File: src/rtl/core/edid_pkg.sv
// Package for the EDID base block generator: config layout, byte sums and fixed bytes.
`default_nettype none
package edid_pkg;

    // Configuration register indexes
    localparam logic [2:0] REG_PIXEL_CLOCK = 3'd0;
    localparam logic [2:0] REG_HORIZONTAL  = 3'd1;
    localparam logic [2:0] REG_VERTICAL    = 3'd2;
    localparam logic [2:0] REG_SYNC        = 3'd3;
    localparam logic [2:0] REG_VENDOR      = 3'd4;
    localparam logic [2:0] REG_NAME_LOW    = 3'd5;
    localparam logic [2:0] REG_NAME_HIGH   = 3'd6;

    localparam int CFG_DATA_W = 48;
    localparam int CHARS_PER_REG = 6;

    // Fixed byte values of the block
    localparam logic [7:0] HEADER_FILL   = 8'hff;
    localparam logic [7:0] STRUCT_VER    = 8'h01;
    localparam logic [7:0] STRUCT_REV    = 8'h03;
    localparam logic [7:0] INPUT_DEF     = 8'h80;
    localparam logic [7:0] GAMMA_CODE    = 8'hff;
    localparam logic [7:0] FEATURE_BITS  = 8'h06;
    localparam logic [7:0] STD_UNUSED    = 8'h01;
    localparam logic [7:0] DTD_FLAGS     = 8'h1e;
    localparam logic [7:0] NAME_TAG      = 8'hfc;
    localparam logic [7:0] UNUSED_TAG    = 8'h10;
    localparam logic [7:0] NAME_TERM     = 8'h0a;
    localparam logic [7:0] NAME_PAD      = 8'h20;

    // Name field holds a terminator plus this many char or pad slots
    localparam logic [3:0] NAME_SLOTS = 4'd12;

    // Sum of all bytes that never change, terminator included
    localparam logic [7:0] FIXED_SUM = 8'(
        6 * int'(HEADER_FILL) + int'(STRUCT_VER) + int'(STRUCT_REV) +
        int'(INPUT_DEF) + int'(GAMMA_CODE) + int'(FEATURE_BITS) +
        16 * int'(STD_UNUSED) + int'(DTD_FLAGS) + int'(NAME_TAG) +
        int'(NAME_TERM) + 2 * int'(UNUSED_TAG));

    typedef struct packed {
        logic [15:0] pixel_clock_10khz;
        logic [23:0] horizontal_geometry;
        logic [23:0] vertical_geometry;
        logic [31:0] sync_geometry;
        logic [38:0] vendor_identity;
        logic [47:0] name_chars_low;
        logic [47:0] name_chars_high;
    } cfg_t;

    // Byte sums per register, plus the resolved name length and char sum
    typedef struct packed {
        logic [7:0] pclk_sum;
        logic [7:0] horiz_sum;
        logic [7:0] vert_sum;
        logic [7:0] sync_sum;
        logic [7:0] vendor_sum;
        logic [7:0] name_sum;
        logic [3:0] name_len;
    } sums_t;

    // Image size in mm from active count: 10 * active / 64
    function automatic logic [9:0] image_size(input logic [11:0] active);
        logic [15:0] prod;
        prod = {1'b0, active, 3'b000} + {3'b000, active, 1'b0};
        return prod[15:6];
    endfunction

endpackage
`default_nettype wire

File: src/rtl/core/edid_cfg_regs.sv
// Configuration registers with per-register byte sums captured on each write.
`default_nettype none
module edid_cfg_regs #(
    parameter int NAME_CHARS = 12
) (
    input  wire                            clk,
    input  wire                            rst_n,
    input  wire                            cfg_write,
    input  wire  [2:0]                     cfg_index,
    input  wire  [edid_pkg::CFG_DATA_W-1:0] cfg_data,
    output edid_pkg::cfg_t                 cfg,
    output edid_pkg::sums_t                sums
);
    import edid_pkg::*;

    localparam int LOW_CHARS  = (NAME_CHARS < CHARS_PER_REG) ? NAME_CHARS : CHARS_PER_REG;
    localparam int HIGH_CHARS = (NAME_CHARS > CHARS_PER_REG) ? NAME_CHARS - CHARS_PER_REG : 0;

    // Length up to first zero char (or limit) and sum of the chars before it
    function automatic logic [10:0] name_prefix(input logic [47:0] chars, input int limit);
        logic [7:0] sum;
        logic [2:0] len;
        logic       found;
        sum   = 8'h00;
        len   = 3'(limit);
        found = 1'b0;
        for (int k = 0; k < CHARS_PER_REG; k++)
        begin
            if (k < limit && !found)
            begin
                if (chars[8*k +: 8] == 8'h00)
                begin
                    found = 1'b1;
                    len   = 3'(k);
                end
                else
                begin
                    sum = sum + chars[8*k +: 8];
                end
            end
        end
        return {len, sum};
    endfunction

    cfg_t       cfg_reg;
    cfg_t       cfg_next;
    logic [7:0] pclk_sum_reg,   pclk_sum_next;
    logic [7:0] horiz_sum_reg,  horiz_sum_next;
    logic [7:0] vert_sum_reg,   vert_sum_next;
    logic [7:0] sync_sum_reg,   sync_sum_next;
    logic [7:0] vendor_sum_reg, vendor_sum_next;
    logic [7:0] low_sum_reg,    low_sum_next;
    logic [2:0] low_len_reg,    low_len_next;
    logic [7:0] high_sum_reg,   high_sum_next;
    logic [2:0] high_len_reg,   high_len_next;

    // Byte sums of the incoming write data, one per register kind
    logic [11:0] w_active, w_blank;
    logic [9:0]  w_size;
    logic [9:0]  w_hso, w_hsw;
    logic [5:0]  w_vso, w_vsw;
    logic [7:0]  w_geom_common;
    logic [7:0]  w_pclk_sum, w_horiz_sum, w_vert_sum, w_sync_sum, w_vendor_sum;
    logic [10:0] w_low_prefix, w_high_prefix;

    always_comb
    begin
        w_active = cfg_data[11:0];
        w_blank  = cfg_data[23:12];
        w_size   = image_size(w_active);
        w_geom_common = w_active[7:0] + w_blank[7:0] + {w_active[11:8], w_blank[11:8]}
                      + w_size[7:0] + {2'b00, w_active[11:6]};
        w_horiz_sum  = w_geom_common + {2'b00, w_size[9:8], 4'h0};
        w_vert_sum   = w_geom_common + {6'h00, w_size[9:8]};
        w_pclk_sum   = cfg_data[7:0] + cfg_data[15:8];
        w_hso = cfg_data[9:0];
        w_hsw = cfg_data[19:10];
        w_vso = cfg_data[25:20];
        w_vsw = cfg_data[31:26];
        w_sync_sum   = w_hso[7:0] + w_hsw[7:0] + {w_vso[3:0], w_vsw[3:0]}
                     + {w_hso[9:8], w_hsw[9:8], w_vso[5:4], w_vsw[5:4]};
        w_vendor_sum = {1'b0, cfg_data[14:8]} + cfg_data[7:0] + cfg_data[22:15]
                     + cfg_data[30:23] + cfg_data[38:31];
        w_low_prefix  = name_prefix(cfg_data, LOW_CHARS);
        w_high_prefix = name_prefix(cfg_data, HIGH_CHARS);
    end

    // Register write decode
    always_comb
    begin
        cfg_next        = cfg_reg;
        pclk_sum_next   = pclk_sum_reg;
        horiz_sum_next  = horiz_sum_reg;
        vert_sum_next   = vert_sum_reg;
        sync_sum_next   = sync_sum_reg;
        vendor_sum_next = vendor_sum_reg;
        low_sum_next    = low_sum_reg;
        low_len_next    = low_len_reg;
        high_sum_next   = high_sum_reg;
        high_len_next   = high_len_reg;
        if (cfg_write)
        begin
            unique case (cfg_index)
                REG_PIXEL_CLOCK:
                begin
                    cfg_next.pixel_clock_10khz = cfg_data[15:0];
                    pclk_sum_next = w_pclk_sum;
                end
                REG_HORIZONTAL:
                begin
                    cfg_next.horizontal_geometry = cfg_data[23:0];
                    horiz_sum_next = w_horiz_sum;
                end
                REG_VERTICAL:
                begin
                    cfg_next.vertical_geometry = cfg_data[23:0];
                    vert_sum_next = w_vert_sum;
                end
                REG_SYNC:
                begin
                    cfg_next.sync_geometry = cfg_data[31:0];
                    sync_sum_next = w_sync_sum;
                end
                REG_VENDOR:
                begin
                    cfg_next.vendor_identity = cfg_data[38:0];
                    vendor_sum_next = w_vendor_sum;
                end
                REG_NAME_LOW:
                begin
                    cfg_next.name_chars_low = cfg_data;
                    low_sum_next = w_low_prefix[7:0];
                    low_len_next = w_low_prefix[10:8];
                end
                REG_NAME_HIGH:
                begin
                    cfg_next.name_chars_high = cfg_data;
                    high_sum_next = w_high_prefix[7:0];
                    high_len_next = w_high_prefix[10:8];
                end
                default:
                begin
                    // index beyond the list: write dropped
                end
            endcase
        end
    end

    always_ff @(posedge clk or negedge rst_n)
    begin
        if (!rst_n)
        begin
            cfg_reg        <= '0;
            pclk_sum_reg   <= 8'h00;
            horiz_sum_reg  <= 8'h00;
            vert_sum_reg   <= 8'h00;
            sync_sum_reg   <= 8'h00;
            vendor_sum_reg <= 8'h00;
            low_sum_reg    <= 8'h00;
            low_len_reg    <= 3'd0;
            high_sum_reg   <= 8'h00;
            high_len_reg   <= 3'd0;
        end
        else
        begin
            cfg_reg        <= cfg_next;
            pclk_sum_reg   <= pclk_sum_next;
            horiz_sum_reg  <= horiz_sum_next;
            vert_sum_reg   <= vert_sum_next;
            sync_sum_reg   <= sync_sum_next;
            vendor_sum_reg <= vendor_sum_next;
            low_sum_reg    <= low_sum_next;
            low_len_reg    <= low_len_next;
            high_sum_reg   <= high_sum_next;
            high_len_reg   <= high_len_next;
        end
    end

    // Name continues into the high chars only when the low chars hold no zero
    logic low_full;
    assign low_full = (low_len_reg == 3'(LOW_CHARS));

    assign cfg = cfg_reg;
    always_comb
    begin
        sums.pclk_sum   = pclk_sum_reg;
        sums.horiz_sum  = horiz_sum_reg;
        sums.vert_sum   = vert_sum_reg;
        sums.sync_sum   = sync_sum_reg;
        sums.vendor_sum = vendor_sum_reg;
        sums.name_sum   = low_sum_reg + (low_full ? high_sum_reg : 8'h00);
        sums.name_len   = {1'b0, low_len_reg} + (low_full ? {1'b0, high_len_reg} : 4'd0);
    end

endmodule
`default_nettype wire

File: src/rtl/core/edid_checksum.sv
// Checksum register: two's complement of the sum of bytes 0 to 126.
`default_nettype none
module edid_checksum (
    input  wire                   clk,
    input  wire edid_pkg::sums_t  sums,
    output logic [7:0]            checksum
);
    import edid_pkg::*;

    logic [7:0] checksum_reg;
    logic [7:0] checksum_next;
    logic [3:0] pad_count;
    logic [7:0] total;

    // Fixed bytes, per-register sums and the padding spaces
    always_comb
    begin
        pad_count = NAME_SLOTS - sums.name_len;
        total = FIXED_SUM + sums.pclk_sum + sums.horiz_sum + sums.vert_sum
              + sums.sync_sum + sums.vendor_sum + sums.name_sum
              + {pad_count[2:0], 5'b00000};
        checksum_next = ~total + 8'h01;
    end

    always_ff @(posedge clk)
    begin
        checksum_reg <= checksum_next;
    end

    assign checksum = checksum_reg;

endmodule
`default_nettype wire

File: src/rtl/core/edid_byte_mux.sv
// Byte selection for offsets 0 to 126 of the base block.
`default_nettype none
module edid_byte_mux (
    input  wire  [6:0]            byte_index,
    input  wire edid_pkg::cfg_t   cfg,
    input  wire  [3:0]            name_len,
    output logic [7:0]            data_byte
);
    import edid_pkg::*;

    logic [11:0] ha, hb, va, vb;
    logic [9:0]  his, vis;
    logic [9:0]  hso, hsw;
    logic [5:0]  vso, vsw;
    logic [11:0][7:0] chars;

    always_comb
    begin
        ha  = cfg.horizontal_geometry[11:0];
        hb  = cfg.horizontal_geometry[23:12];
        va  = cfg.vertical_geometry[11:0];
        vb  = cfg.vertical_geometry[23:12];
        his = image_size(ha);
        vis = image_size(va);
        hso = cfg.sync_geometry[9:0];
        hsw = cfg.sync_geometry[19:10];
        vso = cfg.sync_geometry[25:20];
        vsw = cfg.sync_geometry[31:26];
        chars = {cfg.name_chars_high, cfg.name_chars_low};
    end

    // Detailed timing descriptor bytes
    function automatic logic [7:0] timing_byte(input logic [4:0] o);
        logic [7:0] b;
        unique case (o)
            5'd0:    b = cfg.pixel_clock_10khz[7:0];
            5'd1:    b = cfg.pixel_clock_10khz[15:8];
            5'd2:    b = ha[7:0];
            5'd3:    b = hb[7:0];
            5'd4:    b = {ha[11:8], hb[11:8]};
            5'd5:    b = va[7:0];
            5'd6:    b = vb[7:0];
            5'd7:    b = {va[11:8], vb[11:8]};
            5'd8:    b = hso[7:0];
            5'd9:    b = hsw[7:0];
            5'd10:   b = {vso[3:0], vsw[3:0]};
            5'd11:   b = {hso[9:8], hsw[9:8], vso[5:4], vsw[5:4]};
            5'd12:   b = his[7:0];
            5'd13:   b = vis[7:0];
            5'd14:   b = {2'b00, his[9:8], 2'b00, vis[9:8]};
            5'd17:   b = DTD_FLAGS;
            default: b = 8'h00;
        endcase
        return b;
    endfunction

    // Monitor name descriptor bytes
    function automatic logic [7:0] name_byte(input logic [4:0] o);
        logic [7:0] b;
        logic [3:0] d;
        d = 4'(o - 5'd5);
        if (o == 5'd3)
            b = NAME_TAG;
        else if (o < 5'd5)
            b = 8'h00;
        else if (d < name_len)
            b = chars[d];
        else if (d == name_len)
            b = NAME_TERM;
        else
            b = NAME_PAD;
        return b;
    endfunction

    // Region decode over the block
    logic [6:0] t_off, n_off;
    always_comb
    begin
        t_off = byte_index - 7'd54;
        n_off = byte_index - 7'd72;
        priority if (byte_index < 7'd8)
            data_byte = (byte_index == 7'd0 || byte_index == 7'd7) ? 8'h00 : HEADER_FILL;
        else if (byte_index >= 7'd54 && byte_index < 7'd72)
            data_byte = timing_byte(t_off[4:0]);
        else if (byte_index >= 7'd72 && byte_index < 7'd90)
            data_byte = name_byte(n_off[4:0]);
        else if (byte_index >= 7'd90)
            data_byte = (byte_index == 7'd93 || byte_index == 7'd111) ? UNUSED_TAG : 8'h00;
        else if (byte_index >= 7'd38)
            data_byte = STD_UNUSED;
        else
        begin
            unique case (byte_index)
                7'd8:    data_byte = {1'b0, cfg.vendor_identity[14:8]};
                7'd9:    data_byte = cfg.vendor_identity[7:0];
                7'd10:   data_byte = cfg.vendor_identity[22:15];
                7'd11:   data_byte = cfg.vendor_identity[30:23];
                7'd17:   data_byte = cfg.vendor_identity[38:31];
                7'd18:   data_byte = STRUCT_VER;
                7'd19:   data_byte = STRUCT_REV;
                7'd20:   data_byte = INPUT_DEF;
                7'd21:   data_byte = {2'b00, ha[11:6]};
                7'd22:   data_byte = {2'b00, va[11:6]};
                7'd23:   data_byte = GAMMA_CODE;
                7'd24:   data_byte = FEATURE_BITS;
                default: data_byte = 8'h00;
            endcase
        end
    end

endmodule
`default_nettype wire

File: src/rtl/core/edid_base_block_generator_core.sv
// Top level of the EDID 1.3 base block generator: request pipeline and submodules.
`default_nettype none
// Serves a 128-byte EDID 1.3 base block one byte per request. A request
// (start high; busy is always low) is taken every cycle. Its byte is put on
// data_byte with done high for one cycle once the request, byte and result
// stages have registered it in turn: one byte per cycle, three
// register stages from port to port. There is no way to hold results off, so
// the receiver must take each byte in the cycle it is shown. Byte 127 is the
// checksum; it comes from a register that is refreshed every cycle from byte
// sums captured at each configuration write, so a request may follow a write
// right away. Writes use cfg_write, cfg_index and cfg_data (low bits of
// cfg_data for narrow registers); indexes past the last register are ignored.
module edid_base_block_generator_core #(
    parameter int NAME_CHARS = 12
) (
    input  wire         clk,
    input  wire         rst_n,
    input  wire         start,
    output logic        busy,
    input  wire  [6:0]  byte_index,
    output logic        done,
    output logic [7:0]  data_byte,
    input  wire         cfg_write,
    input  wire  [2:0]  cfg_index,
    input  wire  [47:0] cfg_data
);
    import edid_pkg::*;

    localparam logic [6:0] CHECKSUM_INDEX = 7'd127;

    cfg_t       cfg;
    sums_t      sums;
    logic [7:0] checksum;
    logic [7:0] mux_byte;
    logic       accept;

    edid_cfg_regs #(
        .NAME_CHARS (NAME_CHARS)
    ) u_cfg (
        .clk       (clk),
        .rst_n     (rst_n),
        .cfg_write (cfg_write),
        .cfg_index (cfg_index),
        .cfg_data  (cfg_data),
        .cfg       (cfg),
        .sums      (sums)
    );

    edid_checksum u_checksum (
        .clk      (clk),
        .sums     (sums),
        .checksum (checksum)
    );

    // Request stage
    logic       req_valid_reg, req_valid_next;
    logic [6:0] req_index_reg;
    // Byte stage
    logic       sel_valid_reg, sel_valid_next;
    logic       sel_ck_reg;
    logic [7:0] sel_byte_reg;
    // Result stage
    logic       done_reg;
    logic [7:0] data_reg;

    assign busy   = 1'b0;
    assign accept = start && !busy;

    edid_byte_mux u_mux (
        .byte_index (req_index_reg),
        .cfg        (cfg),
        .name_len   (sums.name_len),
        .data_byte  (mux_byte)
    );

    assign req_valid_next = accept;
    assign sel_valid_next = req_valid_reg;

    // Strobes
    always_ff @(posedge clk or negedge rst_n)
    begin
        if (!rst_n)
        begin
            req_valid_reg <= 1'b0;
            sel_valid_reg <= 1'b0;
            done_reg      <= 1'b0;
        end
        else
        begin
            req_valid_reg <= req_valid_next;
            sel_valid_reg <= sel_valid_next;
            done_reg      <= sel_valid_reg;
        end
    end

    // Payload
    always_ff @(posedge clk)
    begin
        req_index_reg <= byte_index;
        sel_byte_reg  <= mux_byte;
        sel_ck_reg    <= (req_index_reg == CHECKSUM_INDEX);
        data_reg      <= sel_ck_reg ? checksum : sel_byte_reg;
    end

    assign done      = done_reg;
    assign data_byte = data_reg;

`ifndef NO_ASSERTIONS
    // Each request gives a byte, flagged by done
    a_req_gives_done: assert property (@(posedge clk) disable iff (!rst_n)
        accept |-> ##3 done)
        else $error("request did not produce a result");

    // No byte without an earlier request
    a_done_has_req: assert property (@(posedge clk) disable iff (!rst_n)
        done |-> $past(accept, 3))
        else $error("result without a request");

    // Header start byte is zero whatever the configuration
    a_header_zero: assert property (@(posedge clk) disable iff (!rst_n)
        (accept && byte_index == 7'd0) |-> ##3 (done && data_byte == 8'h00))
        else $error("header byte 0 not zero");

    // Header fill byte 3 is 0xff
    a_header_fill: assert property (@(posedge clk) disable iff (!rst_n)
        (accept && byte_index == 7'd3) |-> ##3 (data_byte == HEADER_FILL))
        else $error("header fill byte wrong");
`endif

endmodule
`default_nettype wire
File: config.mk
export PLATFORM = sky130hd
export DESIGN_NAME = edid_base_block_generator_core
export DESIGN_NICKNAME = d
export VERILOG_FILES = /design/src/rtl/core/edid_pkg.sv /design/src/rtl/core/edid_cfg_regs.sv /design/src/rtl/core/edid_checksum.sv /design/src/rtl/core/edid_byte_mux.sv /design/src/rtl/core/edid_base_block_generator_core.sv
export SDC_FILE = /design/constraint.sdc
export NUM_CORES = 1
export LEC_CHECK = 0
export BUFFER_PORTS_ARGS = -buffer_cell sky130_fd_sc_hd__buf_2
export CAP_MARGIN = 20
export CORE_MARGIN = 3
export CORE_UTILIZATION = 50
export CTS_CLUSTER_DIAMETER = 30
export DETAILED_ROUTE_END_ITERATION = 8
export HOLD_SLACK_MARGIN = 0.1
export PLACE_DENSITY = 0.66
export RECOVER_POWER = 100
export SLEW_MARGIN = 5
export SYNTH_ARGS = -nofsm -noshare
export SYNTH_HDL_FRONTEND = slang
export SYNTH_SLANG_ARGS = --single-unit
File: constraint.sdc
create_clock -name clk -period 7.5 [get_ports clk]
set_input_delay 1.125 -clock clk [delete_from_list [all_inputs] [get_ports clk]]
set_output_delay 1.125 -clock clk [all_outputs]
set_load 0.02 [all_outputs]
Yosys cells after proc, flatten, opt, wreduce, memory -nomap -nowiden
Index checks and enable logic that the tools add are counted.
{"block": "totals", "input_bits": 62, "ff_bits": 328, "output_inout_bits": 10, "wordCells": 180}
{"block": "classes", "n_eq_ne": 40, "n_mux": 49, "reduce_logical": 20, "n_lt_le_gt_ge": 10, "bitwise_logic": 1, "n_addsub": 36}
{"cell": "8-bit two-way mux", "n": 23}
{"cell": "8-bit adder", "n": 22}
{"cell": "8-bit one-hot mux with 16 select lines", "n": 1}
{"cell": "8-bit one-hot mux with 12 select lines", "n": 1}
{"cell": "7-bit by 5-bit equality test with 1-bit output, second input constant", "n": 8}
{"cell": "15-bit by 13-bit adder with 16-bit output", "n": 3}
{"cell": "8-bit zero test", "n": 6}
{"cell": "3-bit two-way mux", "n": 12}
{"cell": "5-bit by 4-bit equality test with 1-bit output, second input constant", "n": 7}
{"cell": "8-bit binary-select mux with 4-bit select", "n": 1}
{"cell": "7-bit by 4-bit equality test with 1-bit output, second input constant", "n": 4}
{"cell": "7-bit equality test, second input constant", "n": 3}
{"cell": "5-bit by 3-bit equality test with 1-bit output, second input constant", "n": 4}
{"cell": "8-bit by 6-bit adder with 8-bit output", "n": 2}
{"cell": "5-bit by 2-bit equality test with 1-bit output, second input constant", "n": 3}
{"cell": "7-bit by 6-bit >= comparator with 1-bit output, second input constant", "n": 2}
{"cell": "7-bit >= comparator, second input constant", "n": 2}
{"cell": "7-bit less-than comparator, second input constant", "n": 2}
{"cell": "2-bit AND reduction", "n": 7}
{"cell": "3-bit equality test, second input constant", "n": 4}
{"cell": "1-bit two-way mux", "n": 9}
{"cell": "7-bit by 8-bit adder with 8-bit output", "n": 1}
{"cell": "8-bit by 1-bit adder with 8-bit output, second input constant", "n": 1}
{"cell": "8-bit by 2-bit adder with 8-bit output", "n": 1}
{"cell": "24 further kinds", "n": 27}

Depth between registers and ports, before layout
Gate-level depths: netlist of the first run.
{"block": "logic_depth", "depth_word": 17, "depth_mapped": 36, "depth_no_buf": 36}

Modules after synthesis
Synthesis of the first run repeated with hierarchy kept, for this count alone.
{"block": "unflattened", "cells_unflattened": 2280, "hier_area_um2": 22123.7}
{"module": "edid_cfg_regs", "n_inst": 1, "seq_area_each_um2": 7332.0, "area_each_um2": 15975.3, "cells_each": 1555}
{"module": "edid_byte_mux", "n_inst": 1, "seq_area_each_um2": 0.0, "area_each_um2": 3910.0, "cells_each": 515}
{"module": "edid_checksum", "n_inst": 1, "seq_area_each_um2": 160.2, "area_each_um2": 1525.2, "cells_each": 169}
{"module": "edid_base_block_generator_core", "n_inst": 1, "seq_area_each_um2": 555.5, "area_each_um2": 713.2, "cells_each": 41}

Least setup slack after synthesis of the first run
No wires, ideal clock.
{"block": "synth_path", "path_kind": "in2reg", "from": "in cfg_data[15]", "to": "reg u_cfg.low_sum_reg[7]", "cell_stages": 34, "path_slack_ns": 0.759, "arrival_time_ns": 6.606, "required_time_ns": 7.365, "n_path_buf": 2, "path_cell_list": "buf_2 -> nor4_2 -> and2_1 -> buf_4 -> a21oi_2 -> a22o_1 -> ha_1 -> inv_1 -> fa_1 -> nor2b_1 -> o21ai_1 -> a21oi_1 -> nor2b_1 -> nand2_1 -> nand2_1 -> ha_1 -> and3_1 -> a221o_1 -> nor2_1 -> xnor2_1 -> a211oi_1 -> nor2_1 -> ha_1 -> o21ai_0 -> nor3b_1 -> o21ai_0 -> and3_1 -> ha_1 -> o41ai_1 -> mux2i_1 -> xnor2_1 -> nor2_1 -> xnor2_1 -> o21ai_1"}
{"block": "synth_between", "elab_chain_cells": 15, "elab_cells_between_ends": 21, "classes_between": "add/sub: 5; mux: 15; reduce/logical: 1"}
{"item": "from (decl)", "line": "edid_base_block_generator_core.sv:25", "source": "input wire [47:0] cfg_data"}
{"item": "8-bit adder / 8-bit zero test (equally long branches)", "line": "edid_cfg_regs.sv:38, edid_cfg_regs.sv:31"}
{"item": "8-bit two-way mux", "line": "edid_cfg_regs.sv:31", "source": "if (chars[8*k +: 8] == 8'h00)"}
{"item": "8-bit two-way mux", "line": "edid_cfg_regs.sv:29", "source": "if (k < limit && !found)"}
{"item": "8-bit adder", "line": "edid_cfg_regs.sv:38", "source": "sum = sum + chars[8*k +: 8];"}
{"item": "8-bit two-way mux", "line": "edid_cfg_regs.sv:31"}
{"item": "8-bit two-way mux", "line": "edid_cfg_regs.sv:29"}
{"item": "8-bit adder", "line": "edid_cfg_regs.sv:38"}
{"item": "8-bit two-way mux", "line": "edid_cfg_regs.sv:31"}
{"item": "8-bit two-way mux", "line": "edid_cfg_regs.sv:29"}
{"item": "8-bit adder", "line": "edid_cfg_regs.sv:38"}
{"item": "8-bit two-way mux", "line": "edid_cfg_regs.sv:31"}
{"item": "8-bit two-way mux", "line": "edid_cfg_regs.sv:29"}
{"item": "8-bit adder", "line": "edid_cfg_regs.sv:38"}
{"item": "8-bit two-way mux", "line": "edid_cfg_regs.sv:31"}
{"item": "8-bit two-way mux (*)", "line": "edid_cfg_regs.sv:29"}
{"item": "to (signal assigned)", "line": "edid_cfg_regs.sv:172", "source": "low_sum_reg <= low_sum_next;"}
{"item": "to (decl)", "line": "edid_cfg_regs.sv:52", "source": "logic [7:0] low_sum_reg, low_sum_next;"}
Mark *: on every way between the ends. The rest lies on a longest branch, timed or not.
A chain may end at the register's enable or synchronous reset.

Worst setup path in the final report of the first run
{"block": "layout_path", "from": "in cfg_data[8]", "to": "reg u_cfg.low_sum_reg[7]"}
The elaborated chain is that of the path after synthesis.

==> results of run 1 <==
==> area by class of cell <==
cell class / count / area [µm²] / share of cell area [%]
clock buffers: 100 / 2240 / 8.70
inverters: 137 / 514 / 2.00
multi-input cells: 1593 / 12500 / 48.7
well taps: 577 / 722 / 2.80
flip-flops and latches: 328 / 8050 / 31.3
clock inverters: 47 / 734 / 2.85
repair buffers: 158 / 941 / 3.65
==> worst max-delay path, delay by kind of cell <==
family          cells  cell delay (ps)
compound gates      8             1820
fa+ha+maj           6             1730
simple gates       13             1610
xor+xnor            3              420
buf+inv             4              390
mux                 1              270
==> cell families after synthesis <==
family | share of synthesized area, %
multiplexers | 9.84
flip-flops | 37.2
AND/OR/NAND/NOR | 13.9
adder cells (fa/ha/maj) | 16.6
other | 0.0174
AO/OA/AOI/OAI | 12.6
XOR/XNOR | 5.09
buffers and inverters | 4.70
==> how the worst min path moves through the flow <==
stage | cells after the start | start | endpoint
final | 0 | req_valid_reg | sel_valid_reg
after global routing | 0 | req_valid_reg | sel_valid_reg
after CTS | 0 | req_valid_reg | sel_valid_reg
after detailed placement | 0 | req_valid_reg | sel_valid_reg
after global placement | 0 | req_valid_reg | sel_valid_reg
after floorplan | 0 | sel_valid_reg | done
==> power groups by stage <==
stage                     combinational [mW]  clock [mW]  sequential (mW)
final                                   6.68        3.78             2.58
after global routing                    7.44        3.92             2.62
after CTS                               6.76        3.82             2.57
after detailed placement                6.67           0             2.59
after global placement                  6.50           0             2.57
after floorplan                         4.87           0             2.47
==> synth_stat cells, drive strengths merged (15+ instances only) <==
| cell | number |
|---|---|
| a21o | 26 |
| a22o | 17 |
| a22oi | 28 |
| ha | 134 |
| mux4 | 24 |
| o211ai | 15 |
| and2 | 17 |
| xor2 | 38 |
| fa | 95 |
| nand3 | 45 |
| nand2 | 443 |
| and3 | 15 |
| dfxtp | 32 |
| buf | 50 |
| mux2 | 123 |
| nor3 | 19 |
| clkbuf | 57 |
| o21ai | 122 |
| a21oi | 71 |
| inv | 137 |
| dfrtp | 296 |
| xnor2 | 82 |
| mux2i | 20 |
| nor2 | 61 |
| nor2b | 18 |
==> metrics by stage <==
| stage | setup slack, ps | total power, mW | hold slack, ps | util (%) | instance area, µm² |
|---|---|---|---|---|---|
| after floorplan | 759 | 7.35 | 331 | - | 21600 |
| after global placement | 226 | 9.06 | 345 | 54.0 | 22900 |
| after detailed placement | 46.5 | 9.26 | 336 | 54.1 | 22900 |
| after CTS | 628 | 13.2 | 358 | 61.1 | 25900 |
| after global routing | 52.5 | 14.0 | 362 | 60.8 | 25700 |
| final | 583 | 13.0 | 353 | 60.8 | 25700 |
==> metal layers <==
layer | track usage [%] | part of all wire, % | up-vias
met1 | 42.9 | 41 | 8878
met3 | 5.84 | 8.0 | 185
met4 | 13.3 | 4.3 | 0
li1 | - | - | 7779
met5 | 0 | 0 | -
met2 | 51.4 | 46 | 773
==> flow_summary.ini, run 1 <==
[finish]
largest_register_ffs = 231
area_delta_synth_final_pct = 19.2
stdcell_count = 2940
drive_above_1_share_pct = 19.0
final_cell_mix = nand2_1 (440), dfrtp_1 (296), inv_1 (137)
fill_cells = 3571
n_antenna_cell = 0
nets = 2589
layout_commonest_cell = nand2_1

[worst_setup_path]
cpPeakStageDelay_ps = 410
critPathKind = input port to flop
rr_worst_depth = 13
end_kind = flop
start_kind = input port
critPathMostFrequentCell = ha_1
crit_fanout = 5
critPathSlowestCell = fa_1
r2r-start = req_index_reg[0]
crit_start = cfg_data[8]
rrSetupSlack_ps = 1490
critPathRequiredTime_ps = 7930
arrival_ps = 7350
r2r-end = sel_byte_reg[6]
crit_end = u_cfg.low_sum_reg[7]

[synthesis]
syn_inst = 2165
syn_area_mm2 = 0.0216
yosys_warnings = 0
yosys.area.top_type = dfrtp_1
synth_seq_area_share_pct = 37.2
async_flop_share_pct = 90.2
yosysTopAreaCellShare_pct = 34.3
netlist_top_cells_area = dfrtp_1 (34%), fa_1 (8.8%), ha_1 (7.8%)
ys.flop_type = dfrtp_1
avgSynthCellArea_um2 = 9.98
synth_edf_count = 0
ys_ff_latch = 328
synth_nets = 2456
yosys.cell_types.count = 94

[status]
violations = capacitance limit, slew limit
status = finished, violations left

[clock_tree]
cts_tree = yes
cts-root-buf = clkbuf_16
htreeDepth = 3
clk_pin_slew_ps = 40
cts_hold_buf = 0
cts_buffers = 80
clockBufferDepth = 3
cts_resized = 0
post_cts_buffers = 0
cts_num_sinks = 328
clock_latency_ps = 610

[sta]
clock_skew_ps = 28.2
setup_violations = 0
worst_slew_pin_slew_ps = 3770
period_needed_ps = 6920
finalHoldViolations = 0
report.final.slew_viol_count = 584
relSlewSlack_pct = -151
fmax_mhz = 145
fin_crit_sh_pct = 92.2
rsz0062_at_grt = false
tns_ps = 0

[drt]
wl_per_cell_um = 24.1
first_pass_iters = 6
totalWireLength_um = 70700
drc_errors = 0
first_iter_violations = 1676
via_per_inst = 5.99
postRouteAntennaNets = 0
via_count = 17600

[power_and_ir_drop]
clkPwrFrac_pct = 29.0
ir_drop_uv = 910
switching_power_mw = 5.13
combPwrFrac_pct = 51.2
leakagePower_nw = 12.1
p_seq_share_pct = 19.8
p_int_mw = 7.91
powerDensity_mw_per_mm2 = 506
switching_share_pct = 39.4

[floorplan]
core_mm2 = 0.0423
io_pins = 72
die-area_mm2 = 0.0457
start_util_pct = 51.1
row_count = 75
die_x_um = 214
dieHeight_um = 214

[job]
maxCapViolCount = 10

[grt]
antenna_found_initial = 0
grt_pass1_vias = 17900
track_usage_pct = 31.9
grt_pass1_wl_um = 109000
grt_overflow = 0
grt_max_degree = 155

[placement]
place_hpwl_um = 48400
place_congestion = 0.943
io_buffer_count = 70
post-place-cells = 2791

[worst_hold_path]
hold_class = flop to flop
No activity file was read; power rests on OpenSTA's default activity.
==> inputs of run 2 (changes only) <==
- CORE_MARGIN: 3 -> 2
==> run 2 against run 1 <==
The flow still finishes with violations (capacitance limit, slew limit). Clock-buffer cell count up 6. Clock skew down 8.7 ps. Critical endpoint unchanged. Largest power group unchanged. Hold slack worse by 11 ps. Flip-flop and latch count unchanged. Setup slack better by 0.76 ps. Sequential power about the same. Total power down 2.6%.
==> flow_summary.ini, run 2 (same netlist as run 1, synthesis figures left out) <==
[finish]
regArea_mm2 = 0.00805
n_antenna_cell = 0
fill_cells = 3635
stdcell_area_mm2 = 0.0258
layout_commonest_cell = nand2_1
nets = 2605
largest_register_ffs = 231
area_delta_synth_final_pct = 19.3
final_cell_mix = nand2_1 (440), dfrtp_1 (296), inv_1 (137)
drive_above_1_share_pct = 19.7
multiInputGateArea_mm2 = 0.0125

[grt]
track_usage_pct = 32.1
grt_max_degree = 86
grt_pass1_vias = 18100
grt_overflow = 0
antenna_found_initial = 7
grt_pass1_wl_um = 106000

[floorplan]
io_pins = 72
die-area_mm2 = 0.0449
row_count = 76
core_mm2 = 0.0429
die_x_um = 212
dieHeight_um = 212
start_util_pct = 50.4

[worst_setup_path]
crit_fanout = 5
r2r-start = req_index_reg[0]
cpPeakStageDelay_ps = 400
critPathKind = input port to flop
crit_end = u_cfg.low_sum_reg[7]
critPathSlowestCell = o41ai_1
rr_worst_depth = 13
end_kind = flop
start_kind = input port
critPathMostFrequentCell = ha_1
critPathRequiredTime_ps = 7930
crit_start = cfg_data[8]
rrSetupSlack_ps = 650
r2r-end = sel_byte_reg[5]
arrival_ps = 7350

[status]
violations = capacitance limit, slew limit
status = finished, violations left

[sta]
clock_skew_ps = 19.4
tns_ps = 0
fin_crit_sh_pct = 92.2
rsz0062_at_grt = false
relSlewSlack_pct = -188
fmax_mhz = 145
period_needed_ps = 6920
finalHoldViolations = 0
setup_violations = 0
worst_slew_pin_slew_ps = 4330
report.final.slew_viol_count = 550

[clock_tree]
htreeDepth = 3
cts-root-buf = clkbuf_16
cts_buffers = 82
clk_pin_slew_ps = 40
post_cts_buffers = 0
clockBufferDepth = 3
cts_tree = yes
cts_num_sinks = 328
cts_resized = 0
clock_latency_ps = 610
cts_hold_buf = 0

[drt]
via_per_inst = 5.87
totalWireLength_um = 69400
drc_errors = 0
first_pass_iters = 5
via_count = 17400
postRouteAntennaNets = 0
first_iter_violations = 1703
wl_per_cell_um = 23.4

[placement]
place_hpwl_um = 47000
place_area_mm2 = 0.0230
io_buffer_count = 70
place_congestion = 0.942

[power_and_ir_drop]
ir_drop_uv = 568
powerDensity_mw_per_mm2 = 493
leakagePower_nw = 12.2

[worst_hold_path]
hold_class = flop to flop
hold_depth = 0

[job]
maxCapViolCount = 12
[run 2: cell count changes in the layout (fill, tap and decap cells not counted), moves of 4 or more]
cell | before | now
bufinv_16 | 15 | 11
o21ai_0 | 108 | 113
o21ai_1 | 14 | 9
clkbuf_8 | 12 | 16
buf_4 | 70 | 80
clkinv_2 | 9 | 17
[run 2: per-stage QoR]
step	util, %	total power [mW]	worst slack, ps	std cells	hold WS, ps
2_1_floorplan	-	7.35	759	2165	331
3_3_place_gp	53.6	8.86	176	2811	338
3_5_place_dp	53.6	9.07	47.8	2811	336
4_1_cts	60.4	12.8	629	2962	344
5_1_grt	60.1	13.7	26.5	2966	351
6_report	60.1	12.7	583	2966	342
[run 2: cell type report]
cell class	count	share of cell area, %
multi-input combinational	1593	48.5
timing repair buffer	172	4.13
clock buffer	106	9.09
sequential	328	31.2
inverter	137	1.99
tap	585	2.84
clock inverter	45	2.22
[run 2: power breakdown]
group	internal, mW	switching, mW	total (mW)
Sequential	2.27	0.294	2.57
Combinational	3.00	3.44	6.44
Clock	2.57	1.13	3.70
Total	7.84	4.86	12.7
[run 2: critical path, delay by kind of cell]
family	cells	cell delay, ps
compound gates	8	1860
xor+xnor	3	310
simple gates	13	1700
mux	1	280
fa+ha+maj	6	1660
buf+inv	4	400
[run 2: per-layer routing]
layer | wire, µm | global-route usage (%) | up-vias
li1 | - | - | 7804
met1 | 28700 | 41.8 | 8693
met2 | 31400 | 50.3 | 712
met3 | 5540 | 7.31 | 198
met4 | 3730 | 16.8 | 8
met5 | 57 | 0 | -
[run 2: worst min-delay path by stage]
stage               slack (ps)             to     startpoint
floorplan                  330           done  sel_valid_reg
global placement           340  sel_valid_reg  req_valid_reg
detailed placement         340           done  sel_valid_reg
CTS                        340           done  sel_valid_reg
global route               350           done  sel_valid_reg
finish                     340           done  sel_valid_reg
